[src/rtl/core/hps_pkg.sv]
// Shared types, constants and tables for the Hall position PID servo.
`default_nettype none
package hps_pkg;

  localparam int GAIN_W = 32;
  localparam int CNT_W  = $clog2(GAIN_W);
  localparam int CFG_W  = 32;
  localparam int IDX_W  = 4;
  localparam int FRAC_W = 24;

  localparam logic [63:0] PROD_LIM  = 64'd1 << 61;
  localparam logic [63:0] DUTY_KNEE = (64'd9900 << FRAC_W) / 64'd255;
  localparam logic [12:0] DIV100_MUL = 13'd5243;
  localparam int          DIV100_SH  = 19;

  localparam logic signed [31:0] SUM_MAX = 32'sh7fff_ffff;
  localparam logic signed [31:0] SUM_MIN = 32'sh8000_0000;

  localparam logic [5:0] PAT_CLAMP = 6'h3F;
  localparam logic [5:0] PAT_HOLD  = 6'h07;
  localparam logic [7:0] DUTY_FULL = 8'd255;

  localparam logic [5:0] DRIVE_TBL [2][8] = '{
    '{6'h07, 6'h26, 6'h0D, 6'h25, 6'h13, 6'h16, 6'h0B, 6'h3F},
    '{6'h07, 6'h0B, 6'h16, 6'h13, 6'h25, 6'h0D, 6'h26, 6'h3F}
  };

  typedef enum logic [1:0] {
    CMD_TICK = 2'd0,
    CMD_HALL = 2'd1,
    CMD_GOAL = 2'd2,
    CMD_NONE = 2'd3
  } cmd_t;

  typedef enum logic [IDX_W-1:0] {
    CFG_KP       = 4'd0,
    CFG_KI       = 4'd1,
    CFG_KD       = 4'd2,
    CFG_STEP     = 4'd3,
    CFG_START    = 4'd4,
    CFG_DEADBAND = 4'd5,
    CFG_BASE     = 4'd6,
    CFG_INTEG    = 4'd7
  } cfg_idx_t;

  typedef enum logic [3:0] {
    S_IDLE, S_SETP, S_ERR, S_MST, S_MUL, S_SUM1, S_SUM2, S_CMD, S_SCALE, S_DIV, S_EMIT
  } state_t;

  typedef struct packed {
    logic start;
  } mul_ctl_t;

  typedef struct packed {
    logic done;
  } mul_sts_t;

endpackage
`default_nettype wire

[src/rtl/core/hps_smul.sv]
// Bit-serial saturating multiplier: unsigned gain by signed operand, one gain bit a cycle.
`default_nettype none
module hps_smul #(
  parameter int MW = 32
) (
  input  wire                        clk,
  input  wire                        rst,
  input  wire hps_pkg::mul_ctl_t     ctl,
  input  wire  [hps_pkg::GAIN_W-1:0] gain,
  input  wire  signed [MW:0]         x,
  output hps_pkg::mul_sts_t          sts,
  output logic signed [63:0]         product
);

  localparam int PW = hps_pkg::GAIN_W + MW;

  logic                        run;
  logic                        fin;
  logic                        done;
  logic [hps_pkg::CNT_W-1:0]   cnt;
  logic [hps_pkg::GAIN_W-1:0]  g;
  logic [MW-1:0]               mag;
  logic                        neg;
  logic [MW-1:0]               hi;
  logic [hps_pkg::GAIN_W-1:0]  lo;
  logic [MW:0]                 t;
  logic [MW:0]                 x_abs;
  logic [PW-1:0]               prod;
  logic [63:0]                 sat;

  always_comb begin
    x_abs = x[MW] ? (MW+1)'(-x) : x;
    t     = {1'b0, hi} + (g[0] ? {1'b0, mag} : '0);
    prod  = {hi, lo};
    sat   = (prod > PW'(hps_pkg::PROD_LIM)) ? hps_pkg::PROD_LIM : prod[63:0];
  end

  always_ff @(posedge clk) begin
    if (rst) begin
      run  <= 1'b0;
      fin  <= 1'b0;
      done <= 1'b0;
      cnt  <= '0;
    end else begin
      done <= 1'b0;
      if (ctl.start) begin
        run <= 1'b1;
        cnt <= '0;
        g   <= gain;
        mag <= x_abs[MW-1:0];
        neg <= x[MW];
        hi  <= '0;
        lo  <= '0;
      end else if (run) begin
        hi  <= t[MW:1];
        lo  <= {t[0], lo[hps_pkg::GAIN_W-1:1]};
        g   <= g >> 1;
        cnt <= cnt + 1'b1;
        if (cnt == '1) begin
          run <= 1'b0;
          fin <= 1'b1;
        end
      end else if (fin) begin
        fin     <= 1'b0;
        done    <= 1'b1;
        product <= neg ? -$signed(sat) : $signed(sat);
      end
    end
  end

  assign sts.done = done;

endmodule
`default_nettype wire

[src/rtl/core/hall_position_pid_servo_top.sv]
// Top level of the Hall position PID servo: registers, sequencer and datapath.
//
//  channel | signals                                   | role
//  in      | in_valid, in_stall, command..retract      | ticks, Hall edges, goal loads
//  out     | out_valid, out_stall, phase_pattern..     | drive pattern, duty, direction
//  cfg     | cfg_write, cfg_index, cfg_data            | register writes, no read-back
//
// A control tick steps through setpoint, error, multiply, summing, command and emit,
// with scale and divide steps before emit when the output clears the deadband; in the
// multiply step the three bit-serial multipliers work side by side, one gain bit a cycle.
// A Hall edge while running goes straight to emit; other transactions finish in idle.
// Synchronous reset sets settings, control state and out_valid; no clearing pass.
// in_stall is high while a transaction is in work; a result waits in the
// output register while out_stall is high, and the next input is still taken.
`default_nettype none
module hall_position_pid_servo_top #(
  parameter int POS_WIDTH = 16
) (
  input  wire                             clk,
  input  wire                             rst,
  input  wire                             in_valid,
  output logic                            in_stall,
  input  wire  [1:0]                      command,
  input  wire  [2:0]                      hall_code,
  input  wire  signed [15:0]              goal_value,
  input  wire                             retract,
  output logic                            out_valid,
  input  wire                             out_stall,
  output logic [5:0]                      phase_pattern,
  output logic [7:0]                      duty,
  output logic                            direction,
  output logic                            clamped,
  input  wire                             cfg_write,
  input  wire  [hps_pkg::IDX_W-1:0]       cfg_index,
  input  wire  [hps_pkg::CFG_W-1:0]       cfg_data
);

  localparam int P     = POS_WIDTH;
  localparam int MW    = (P + 2 > 32) ? P + 2 : 32;
  localparam int SUM_W = ((P + 1 > 32) ? P + 1 : 32) + 1;

  hps_pkg::state_t state, state_next;

  logic [31:0]        kp_gain, ki_gain, kd_gain;
  logic [7:0]         follow_step, deadband, base_duty;

  logic signed [P-1:0] position, setpoint, target;
  logic signed [P:0]   last_error, e_r;
  logic signed [P+1:0] d_r;
  logic signed [31:0]  error_sum;
  logic                retract_pending, run_mode, turn_dir;
  logic [7:0]          duty_reg;
  logic [2:0]          hall_r;
  logic signed [63:0]  acc;
  logic [63:0]         mag;
  logic                over;
  logic [13:0]         y_r;

  hps_pkg::mul_ctl_t  mctl;
  hps_pkg::mul_sts_t  msts0, msts1, msts2;
  logic signed [63:0] prod0, prod1, prod2;

  logic               accept, out_free;
  logic signed [47:0] cfg_ext, goal_ext;
  logic signed [P:0]  sp_x, tg_x, step_x, sp_up, sp_dn, e_c;
  logic signed [SUM_W-1:0] sum_c;
  logic signed [63:0] db_pos, db_neg;
  logic [37:0]        m255;
  logic [26:0]        q_c;
  logic [5:0]         pat_c;

  assign accept   = in_valid && !in_stall;
  assign out_free = !out_valid || !out_stall;
  assign in_stall = (state != hps_pkg::S_IDLE);

  always_comb begin
    cfg_ext  = 48'(signed'(cfg_data[15:0]));
    goal_ext = 48'(goal_value);
    sp_x     = (P+1)'(setpoint);
    tg_x     = (P+1)'(target);
    step_x   = $signed({{(P-7){1'b0}}, follow_step});
    sp_up    = sp_x + step_x;
    sp_dn    = sp_x - step_x;
    e_c      = sp_x - (P+1)'(position);
    sum_c    = SUM_W'(error_sum) + SUM_W'(e_c);
    db_pos   = $signed({32'd0, deadband, 24'd0});
    db_neg   = -db_pos;
    m255     = 38'(mag[29:0]) * 38'd255;
    q_c      = 27'(y_r) * 27'(hps_pkg::DIV100_MUL);
    if (!run_mode) begin
      pat_c = hps_pkg::PAT_CLAMP;
    end else if (duty_reg == 8'd0) begin
      pat_c = hps_pkg::PAT_HOLD;
    end else begin
      pat_c = hps_pkg::DRIVE_TBL[turn_dir][hall_r];
    end
  end

  always_ff @(posedge clk) begin
    if (rst) begin
      state <= hps_pkg::S_IDLE;
    end else begin
      state <= state_next;
    end
  end

  always_comb begin
    state_next = state;
    mctl.start = 1'b0;
    unique case (state)
      hps_pkg::S_IDLE: begin
        if (accept) begin
          if (command == hps_pkg::CMD_TICK) begin
            state_next = hps_pkg::S_SETP;
          end else if (command == hps_pkg::CMD_HALL && run_mode) begin
            state_next = hps_pkg::S_EMIT;
          end
        end
      end
      hps_pkg::S_SETP:  state_next = hps_pkg::S_ERR;
      hps_pkg::S_ERR:   state_next = hps_pkg::S_MST;
      hps_pkg::S_MST: begin
        mctl.start = 1'b1;
        state_next = hps_pkg::S_MUL;
      end
      hps_pkg::S_MUL: begin
        if (msts0.done) begin
          state_next = hps_pkg::S_SUM1;
        end
      end
      hps_pkg::S_SUM1:  state_next = hps_pkg::S_SUM2;
      hps_pkg::S_SUM2:  state_next = hps_pkg::S_CMD;
      hps_pkg::S_CMD: begin
        state_next = (acc <= db_neg || acc >= db_pos) ? hps_pkg::S_SCALE : hps_pkg::S_EMIT;
      end
      hps_pkg::S_SCALE: state_next = hps_pkg::S_DIV;
      hps_pkg::S_DIV:   state_next = hps_pkg::S_EMIT;
      hps_pkg::S_EMIT: begin
        if (out_free) begin
          state_next = hps_pkg::S_IDLE;
        end
      end
      default: state_next = hps_pkg::S_IDLE;
    endcase
  end

  always_ff @(posedge clk) begin
    if (rst) begin
      kp_gain         <= 32'd45298483;
      ki_gain         <= 32'd151;
      kd_gain         <= 32'd16777216;
      follow_step     <= 8'd2;
      deadband        <= 8'd3;
      base_duty       <= 8'd0;
      position        <= '0;
      setpoint        <= '0;
      target          <= '0;
      last_error      <= '0;
      error_sum       <= '0;
      retract_pending <= 1'b0;
      run_mode        <= 1'b0;
      turn_dir        <= 1'b0;
      duty_reg        <= 8'd0;
      out_valid       <= 1'b0;
    end else begin
      if (out_valid && !out_stall && state != hps_pkg::S_EMIT) begin
        out_valid <= 1'b0;
      end
      unique case (state)
        hps_pkg::S_IDLE: begin
          if (accept) begin
            hall_r <= hall_code;
            if (command == hps_pkg::CMD_HALL) begin
              position <= turn_dir ? position - 1'b1 : position + 1'b1;
            end else if (command == hps_pkg::CMD_GOAL) begin
              target          <= goal_ext[P-1:0];
              retract_pending <= retract;
            end
          end
        end
        hps_pkg::S_SETP: begin
          if (target > setpoint) begin
            setpoint <= (tg_x < sp_up) ? target : sp_up[P-1:0];
          end else if (target < setpoint) begin
            setpoint <= (tg_x > sp_dn) ? target : sp_dn[P-1:0];
          end else if (retract_pending) begin
            retract_pending <= 1'b0;
            target          <= '0;
          end else begin
            run_mode <= 1'b0;
          end
        end
        hps_pkg::S_ERR: begin
          e_r        <= e_c;
          d_r        <= (P+2)'(e_c) - (P+2)'(last_error);
          last_error <= e_c;
          if (sum_c > SUM_W'(hps_pkg::SUM_MAX)) begin
            error_sum <= hps_pkg::SUM_MAX;
          end else if (sum_c < SUM_W'(hps_pkg::SUM_MIN)) begin
            error_sum <= hps_pkg::SUM_MIN;
          end else begin
            error_sum <= sum_c[31:0];
          end
        end
        hps_pkg::S_SUM1: acc <= prod0 + prod1;
        hps_pkg::S_SUM2: acc <= acc + prod2;
        hps_pkg::S_CMD: begin
          mag <= acc[63] ? 64'(-acc) : acc;
          if (acc <= db_neg) begin
            run_mode <= 1'b1;
            turn_dir <= 1'b1;
          end else if (acc >= db_pos) begin
            run_mode <= 1'b1;
            turn_dir <= 1'b0;
          end else begin
            duty_reg <= 8'd0;
          end
        end
        hps_pkg::S_SCALE: begin
          over <= (mag > hps_pkg::DUTY_KNEE);
          y_r  <= m255[37:hps_pkg::FRAC_W];
        end
        hps_pkg::S_DIV: begin
          duty_reg <= over ? hps_pkg::DUTY_FULL
                           : q_c[hps_pkg::DIV100_SH +: 8];
        end
        hps_pkg::S_EMIT: begin
          if (out_free) begin
            out_valid     <= 1'b1;
            phase_pattern <= pat_c;
            duty          <= run_mode ? duty_reg : base_duty;
            direction     <= turn_dir;
            clamped       <= !run_mode;
            if (!run_mode) begin
              duty_reg <= base_duty;
            end
          end
        end
        default: ;
      endcase
      if (cfg_write) begin
        unique case (cfg_index)
          hps_pkg::CFG_KP:       kp_gain     <= cfg_data;
          hps_pkg::CFG_KI:       ki_gain     <= cfg_data;
          hps_pkg::CFG_KD:       kd_gain     <= cfg_data;
          hps_pkg::CFG_STEP:     follow_step <= cfg_data[7:0];
          hps_pkg::CFG_START: begin
            position       <= cfg_ext[P-1:0];
            setpoint       <= cfg_ext[P-1:0];
            last_error     <= (P+1)'(signed'(cfg_ext[P-1:0]));
          end
          hps_pkg::CFG_DEADBAND: deadband    <= cfg_data[7:0];
          hps_pkg::CFG_BASE:     base_duty   <= cfg_data[7:0];
          hps_pkg::CFG_INTEG:    error_sum   <= cfg_data;
          default: ;
        endcase
      end
    end
  end

  hps_smul #(.MW(MW)) u_mul_p (
    .clk(clk), .rst(rst), .ctl(mctl), .gain(kp_gain),
    .x((MW+1)'(e_r)), .sts(msts0), .product(prod0)
  );

  hps_smul #(.MW(MW)) u_mul_i (
    .clk(clk), .rst(rst), .ctl(mctl), .gain(ki_gain),
    .x((MW+1)'(error_sum)), .sts(msts1), .product(prod1)
  );

  hps_smul #(.MW(MW)) u_mul_d (
    .clk(clk), .rst(rst), .ctl(mctl), .gain(kd_gain),
    .x((MW+1)'(d_r)), .sts(msts2), .product(prod2)
  );

  a_rise_from_emit: assert property (@(posedge clk) disable iff (rst)
    $rose(out_valid) |-> $past(state == hps_pkg::S_EMIT))
    else $error("result appeared outside the emit step");

  a_clamp_pattern: assert property (@(posedge clk) disable iff (rst)
    (out_valid && clamped) |-> (phase_pattern == hps_pkg::PAT_CLAMP))
    else $error("clamped result without the clamp pattern");

  a_mul_lockstep: assert property (@(posedge clk) disable iff (rst)
    msts0.done |-> (msts1.done && msts2.done && state == hps_pkg::S_MUL))
    else $error("multipliers out of step with the sequencer");

  a_stall_busy: assert property (@(posedge clk) disable iff (rst)
    (state == hps_pkg::S_MUL) |-> in_stall)
    else $error("input taken during a PID step");

endmodule
`default_nettype wire
[config.mk]
export PLATFORM = sky130hd
export DESIGN_NAME = hall_position_pid_servo_top
export DESIGN_NICKNAME = d
export VERILOG_FILES = /design/src/rtl/core/hps_pkg.sv /design/src/rtl/core/hps_smul.sv /design/src/rtl/core/hall_position_pid_servo_top.sv
export SDC_FILE = /design/constraint.sdc
export NUM_CORES = 2
export LEC_CHECK = 0
export BUFFER_PORTS_ARGS = -buffer_cell sky130_fd_sc_hd__buf_2
export CORE_MARGIN = 8
export CORE_UTILIZATION = 35
export CTS_BUF_LIST = sky130_fd_sc_hd__clkbuf_4 sky130_fd_sc_hd__clkbuf_8
export CTS_CLUSTER_SIZE = 20
export DETAILED_ROUTE_END_ITERATION = 16
export GPL_ROUTABILITY_DRIVEN = 0
export SYNTH_ARGS = -nofsm -noshare
export SYNTH_HDL_FRONTEND = slang
export SYNTH_SLANG_ARGS = --single-unit
export TNS_END_PERCENT = 50
[constraint.sdc]
create_clock -name clk -period 25.1 [get_ports clk]
set_input_delay 5.02 -clock clk [delete_from_list [all_inputs] [get_ports clk]]
set_output_delay 5.02 -clock clk [all_outputs]
set_load 0.005 [all_outputs]
; Word level (Yosys, flattened, before mapping)
; Index checks and enable logic that the tools add are counted.
[totals]
word_cells = 309
out_inout_bits = 18
in_bits = 63
ff_bits = 1031
[op_classes]
n_addsub = 23
n_eq_ne = 39
mul = 2
bitwise_logic = 8
reduce_logical = 54
mux = 108
n_lt_le_gt_ge = 14
[ops]
columns = cell, count
row1 = $mux W32, 20
row2 = $mux W64, 6
row3 = $mux W16, 20
row4 = $neg A64 Y64, 4
row5 = $gt A64 B62 Y1 const B, 3
row6 = $add A64 B64 Y64, 2
row7 = $pmux W64 S2, 1
row8 = $add A32 B33 Y33, 3
row9 = $mux W48, 2
row10 = $mux W17, 4
row11 = $ge A64 B33 Y1, 1
row12 = $gt A64 B30 Y1 const B, 1
row13 = $le A64 B64 Y1, 1
row14 = $neg A32 Y64, 1
row15 = $mux W63, 1
row16 = $pmux W4 S11, 1
row17 = $mux W42, 1
row18 = $mux W8, 5
row19 = $mul A30 B8 Y38 const B, 1
row20 = $reduce_and A2 Y1, 18
row21 = $add A32 B17 Y33, 1
row22 = $gt A33 B32 Y1 const B, 1
row23 = $lt A33 B32 Y1 const B, 1
row24 = $eq A4 B3 Y1 const B, 8
row25 = other kinds (55), 141

; Longest topological paths before layout
[logic_depth]
word_depth = 8
ltp_mapped = 28
mapped_depth_nobuf = 26

; By module
; From an unflattened synthesis, not the netlist that was laid out.
[unflattened]
cells_unflattened = 7651
area_unflattened_um2 = 74242.5
[by_module_without_submodules]
columns = mod, cells_per_inst, n_inst, area_each_um2, seq_area_each_um2
row1 = hall_position_pid_servo_top, 4499, 1, 39566.7, 10580.1
row2 = hps_smul (u_mul_d ...), 1073, 2, 11716.2, 5955.7
row3 = hps_smul (u_mul_p), 1006, 1, 11243.3, 5955.7

; Least setup slack after synthesis
; Ideal clock, no wire load.
[synth_path]
path_type = input-to-reg
start = input port rst
end = register acc[0], enable pin
slack_ps = 12456
cell_stages = 3
setup_time_ps = 667
required_ps = 24433
path_buffers = 2
t_arrival_ps = 11977
path_cell_list = clkbuf_1 -> clkbuf_1 -> nor4b_1
[synth_between]
elab_chain_cells = 2
[synth_rtl]
columns = element, line
row1 = start: declaration, hall_position_pid_servo_top.sv:20  ; input wire rst,
row2 = $not A1 Y1 (no line), --
row3 = $reduce_and A2 Y1 (no line), --
row4 = end signal: assignment, hall_position_pid_servo_top.sv:205  ; hps_pkg::S_SUM1: acc <= prod0 + prod1;
row5 = end signal: assignment, hall_position_pid_servo_top.sv:206  ; hps_pkg::S_SUM2: acc <= acc + prod2;
row6 = end: declaration, hall_position_pid_servo_top.sv:54  ; logic signed [63:0] acc;
; No other way between the ends.
; A chain may end at the register's enable or synchronous reset.

; Final worst setup path
[layout_path]
start = register state[0]
end = output port in_stall
[layout_between]
elab_chain_cells = 1
[layout_rtl]
columns = element, line
row1 = start: declaration, hall_position_pid_servo_top.sv:42  ; hps_pkg::state_t state, state_next;
row2 = start signal: assignment, hall_position_pid_servo_top.sv:101  ; state <= hps_pkg::S_IDLE;
row3 = start signal: assignment, hall_position_pid_servo_top.sv:103  ; state <= state_next;
row4 = $reduce_bool A4 Y1, hall_position_pid_servo_top.sv:74  ; assign in_stall = (state != hps_pkg::S_IDLE);
row5 = end: declaration, hall_position_pid_servo_top.sv:22  ; output logic in_stall,
; No other way between the ends.

==> flow_summary.toml <==
[status]
outcome = "completed"

[final_layout]
instances_no_fill = 10588
layout.cells.most_common_list = "nand2_1, edfxtp_1, nor2_1, ha_1, a21oi_1"
final_nets = 8608
synthToLayoutAreaGrowth_pct = 10.0
post_route_cells_drive_above_1_share_pct = 6.93
mostFrequentLayoutCell = "nand2_1"

[sta]
tns_ns = 0
rsz_0062_raised_after_global_routing = "no"
final_min_period_over_clock_period_pct = 29.6
worst_clock_skew_ns = 0.0605
timing.hold.ws_ns = 0.453
max_freq_mhz = 135
slew_headroom_pct = 12.4
layout_min_cycle_time_ns = 7.43
timing.final.max_slew_violations = 0
timing_hold_violations_final = 0
timing_worst_slew_pin_value_ns = 1.30
finalSetupViolations = 0

[clocking]
clk-insertion-delay-late_ns = 0.95
clkTransAtPathRegs_ns = 0.06
cts.hold.buffers_added = 0
post_cts.resized_instances = 0
clk_root_buffer_cell = "clkbuf_8"
tritoncts_clock_tree = "yes"
cts.htree.levels = 4
cts_made_buffers = 182
ctsLongestPathBuffers = 3
postCtsSetupRepairBufs = 0
tritoncts_num_sinks = 1031

[placed_design]
port-buffer-count = 80
detailedPlacementHpwl_mm = 153
dp.cells = 10250

[power_and_ir_drop]
power.sequential.fraction_pct = 31.5
p_sw_uw = 2840
power.share.combinational_pct = 44.2
post-layout-total-power_uw = 6930
cellLeakagePower_uw = 0.0315
p_int_uw = 4090
ir_worst_vdd_v = 0.000146
swShare_pct = 41.0
power_density_cells_nw_per_um2 = 86.9
clkPwrFrac_pct = 24.3

[global_routing]
grt_max_degree = 96
grt_pass1_vias = 55848
antenna_found_initial = 5
groute.usage.overall_pct = 17.6
global_route.overflow_total = 0
grt_pass1_wl_mm = 316

[critical_path]
critical_path_buf_inv_count = 3
cells_along_the_critical_path = "nor4_1 > buf_4 > inv_1 > buf_2"
setup.worst_path.end_class = "primary output"
slowest_stage = "dfxtp_1"
worst-endpoint-arrival_ns = 2.41
worst-setup-path-type = "reg -> out"
max_stage_delay_ns = 0.54
critPathMaxFanout = 18
worstSetupStartpointType = "register"
critical-path-top-delay-family = "flip-flops"
required_worst_endpoint_ns = 20.08

[synthesis]
seq_area_frac_synth_pct = 39.2
synth-seq-cells = 1031
netlist-cell-type-count = 97
post_synth_instance_area_um2 = 72500
syn-instance-count = 7682
synth_async_sr_flop_share_pct = 0
post_synth.cell_area_avg_um2 = 9.43
flip_flop_cell_with_the_highest_count_after_synthesis = "edfxtp_1"
synth-edff-count = 776
yosys_warnings = 0

[floorplan]
ioPinCount = 81
height_of_the_die_um = 471
core_region_area_um2 = 206000
die_w_um = 471
die_area_um2 = 222000
initial_utilization_pct = 35.1
placementRows = 167

[route]
drtIter0Drc = 4448
routed_wirelength_mm = 204
via_per_inst = 5.41
number_of_detailed_routing_iterations_run_before_antenna_repair = 6
via_count = 57232
route.detailed.wl_per_inst_um = 19.2
drc_errors = 0
antenna_left = 0

[run]
drv_cap = 0

[hold_path]
hold_crit_class = "reg -> reg"
## synthesized netlist by cell type (173+ instances only)
master    count  area, µm²
inv_1       451       1690
dfxtp_1     255       5100
edfxtp_1    776      23300
nor2_1      640       2400
a21o_1      173       1300
a21oi_1     545       2730
xor2_1      202       1770
xnor2_1     324       2840
nand2_1     968       3630
nor3_1      198        991
o21ai_0     342       1710
fa_1        213       4260
clkbuf_1    284       1070
ha_1        602       7530
## path summary, 6_finish.rpt
| check | start | end | slack [ns] | depth (start not counted) |
|---|---|---|---|---|
| setup reg to reg | setpoint[0] | error_sum[23] | 18.08 | 24 |
| hold reg to reg | kd_gain[27] | kd_gain[27] | 0.45 | 2 |
| hold / removal | kd_gain[27] | kd_gain[27] | 0.45 | 2 |
| setup / recovery | state[0] | in_stall | 17.67 | 4 |
## worst min-delay path, cell delays in order, from the launching register on
cell and delay [ns]:
dfxtp_1 0.31, nand2_1 0.05, a21oi_1 0.05
## cell type report
type	instances	area, µm²
fillers	20474	127000
multi-input cells	5919	41400
flip-flops and latches	1031	28400
well taps	2704	3380
clock buffers	247	3090
inverters	453	1710
repair buffers	143	880
clock inverters	87	805
diodes	4	10.0
## stage by stage
step / utilization [%] / setup WS (ns) / cell area, µm²
global placement: 36.7 / 17.52 / 75800
CTS: 38.6 / 17.54 / 79700
global route: 38.6 / 17.54 / 79700
floorplan: - / 12.46 / 72600
detailed placement: 36.7 / 17.52 / 75800
finish: 38.6 / 17.67 / 79700
## cell families after synthesis
| family | share of synthesized area [%] |
|---|---|
| other | 0.00518 |
| AO/OA/AOI/OAI | 15.2 |
| AND/OR/NAND/NOR | 18.2 |
| buffers and inverters | 3.94 |
| multiplexers | 0.836 |
| adder cells (fa/ha/maj) | 16.3 |
| XOR/XNOR | 6.36 |
| flip-flops | 39.2 |
## metal layers
layer	vias up	track usage, %	part of all wire (%)
li1	27541	-	-
met3	393	2.97	6.2
met2	1733	29.2	46
met1	27563	23.0	43
met4	2	6.86	4.0
met5	-	0	0.0064
## power by group through the flow
stage               logic, µW  clock network, µW  registers, µW
CTS                      3020               1720           2180
floorplan                2170                  0           2130
global route             3380               1800           2190
finish                   3060               1690           2180
detailed placement       3000                  0           2210
global placement         2950                  0           2210
Power figures use the tool's default switching activity.
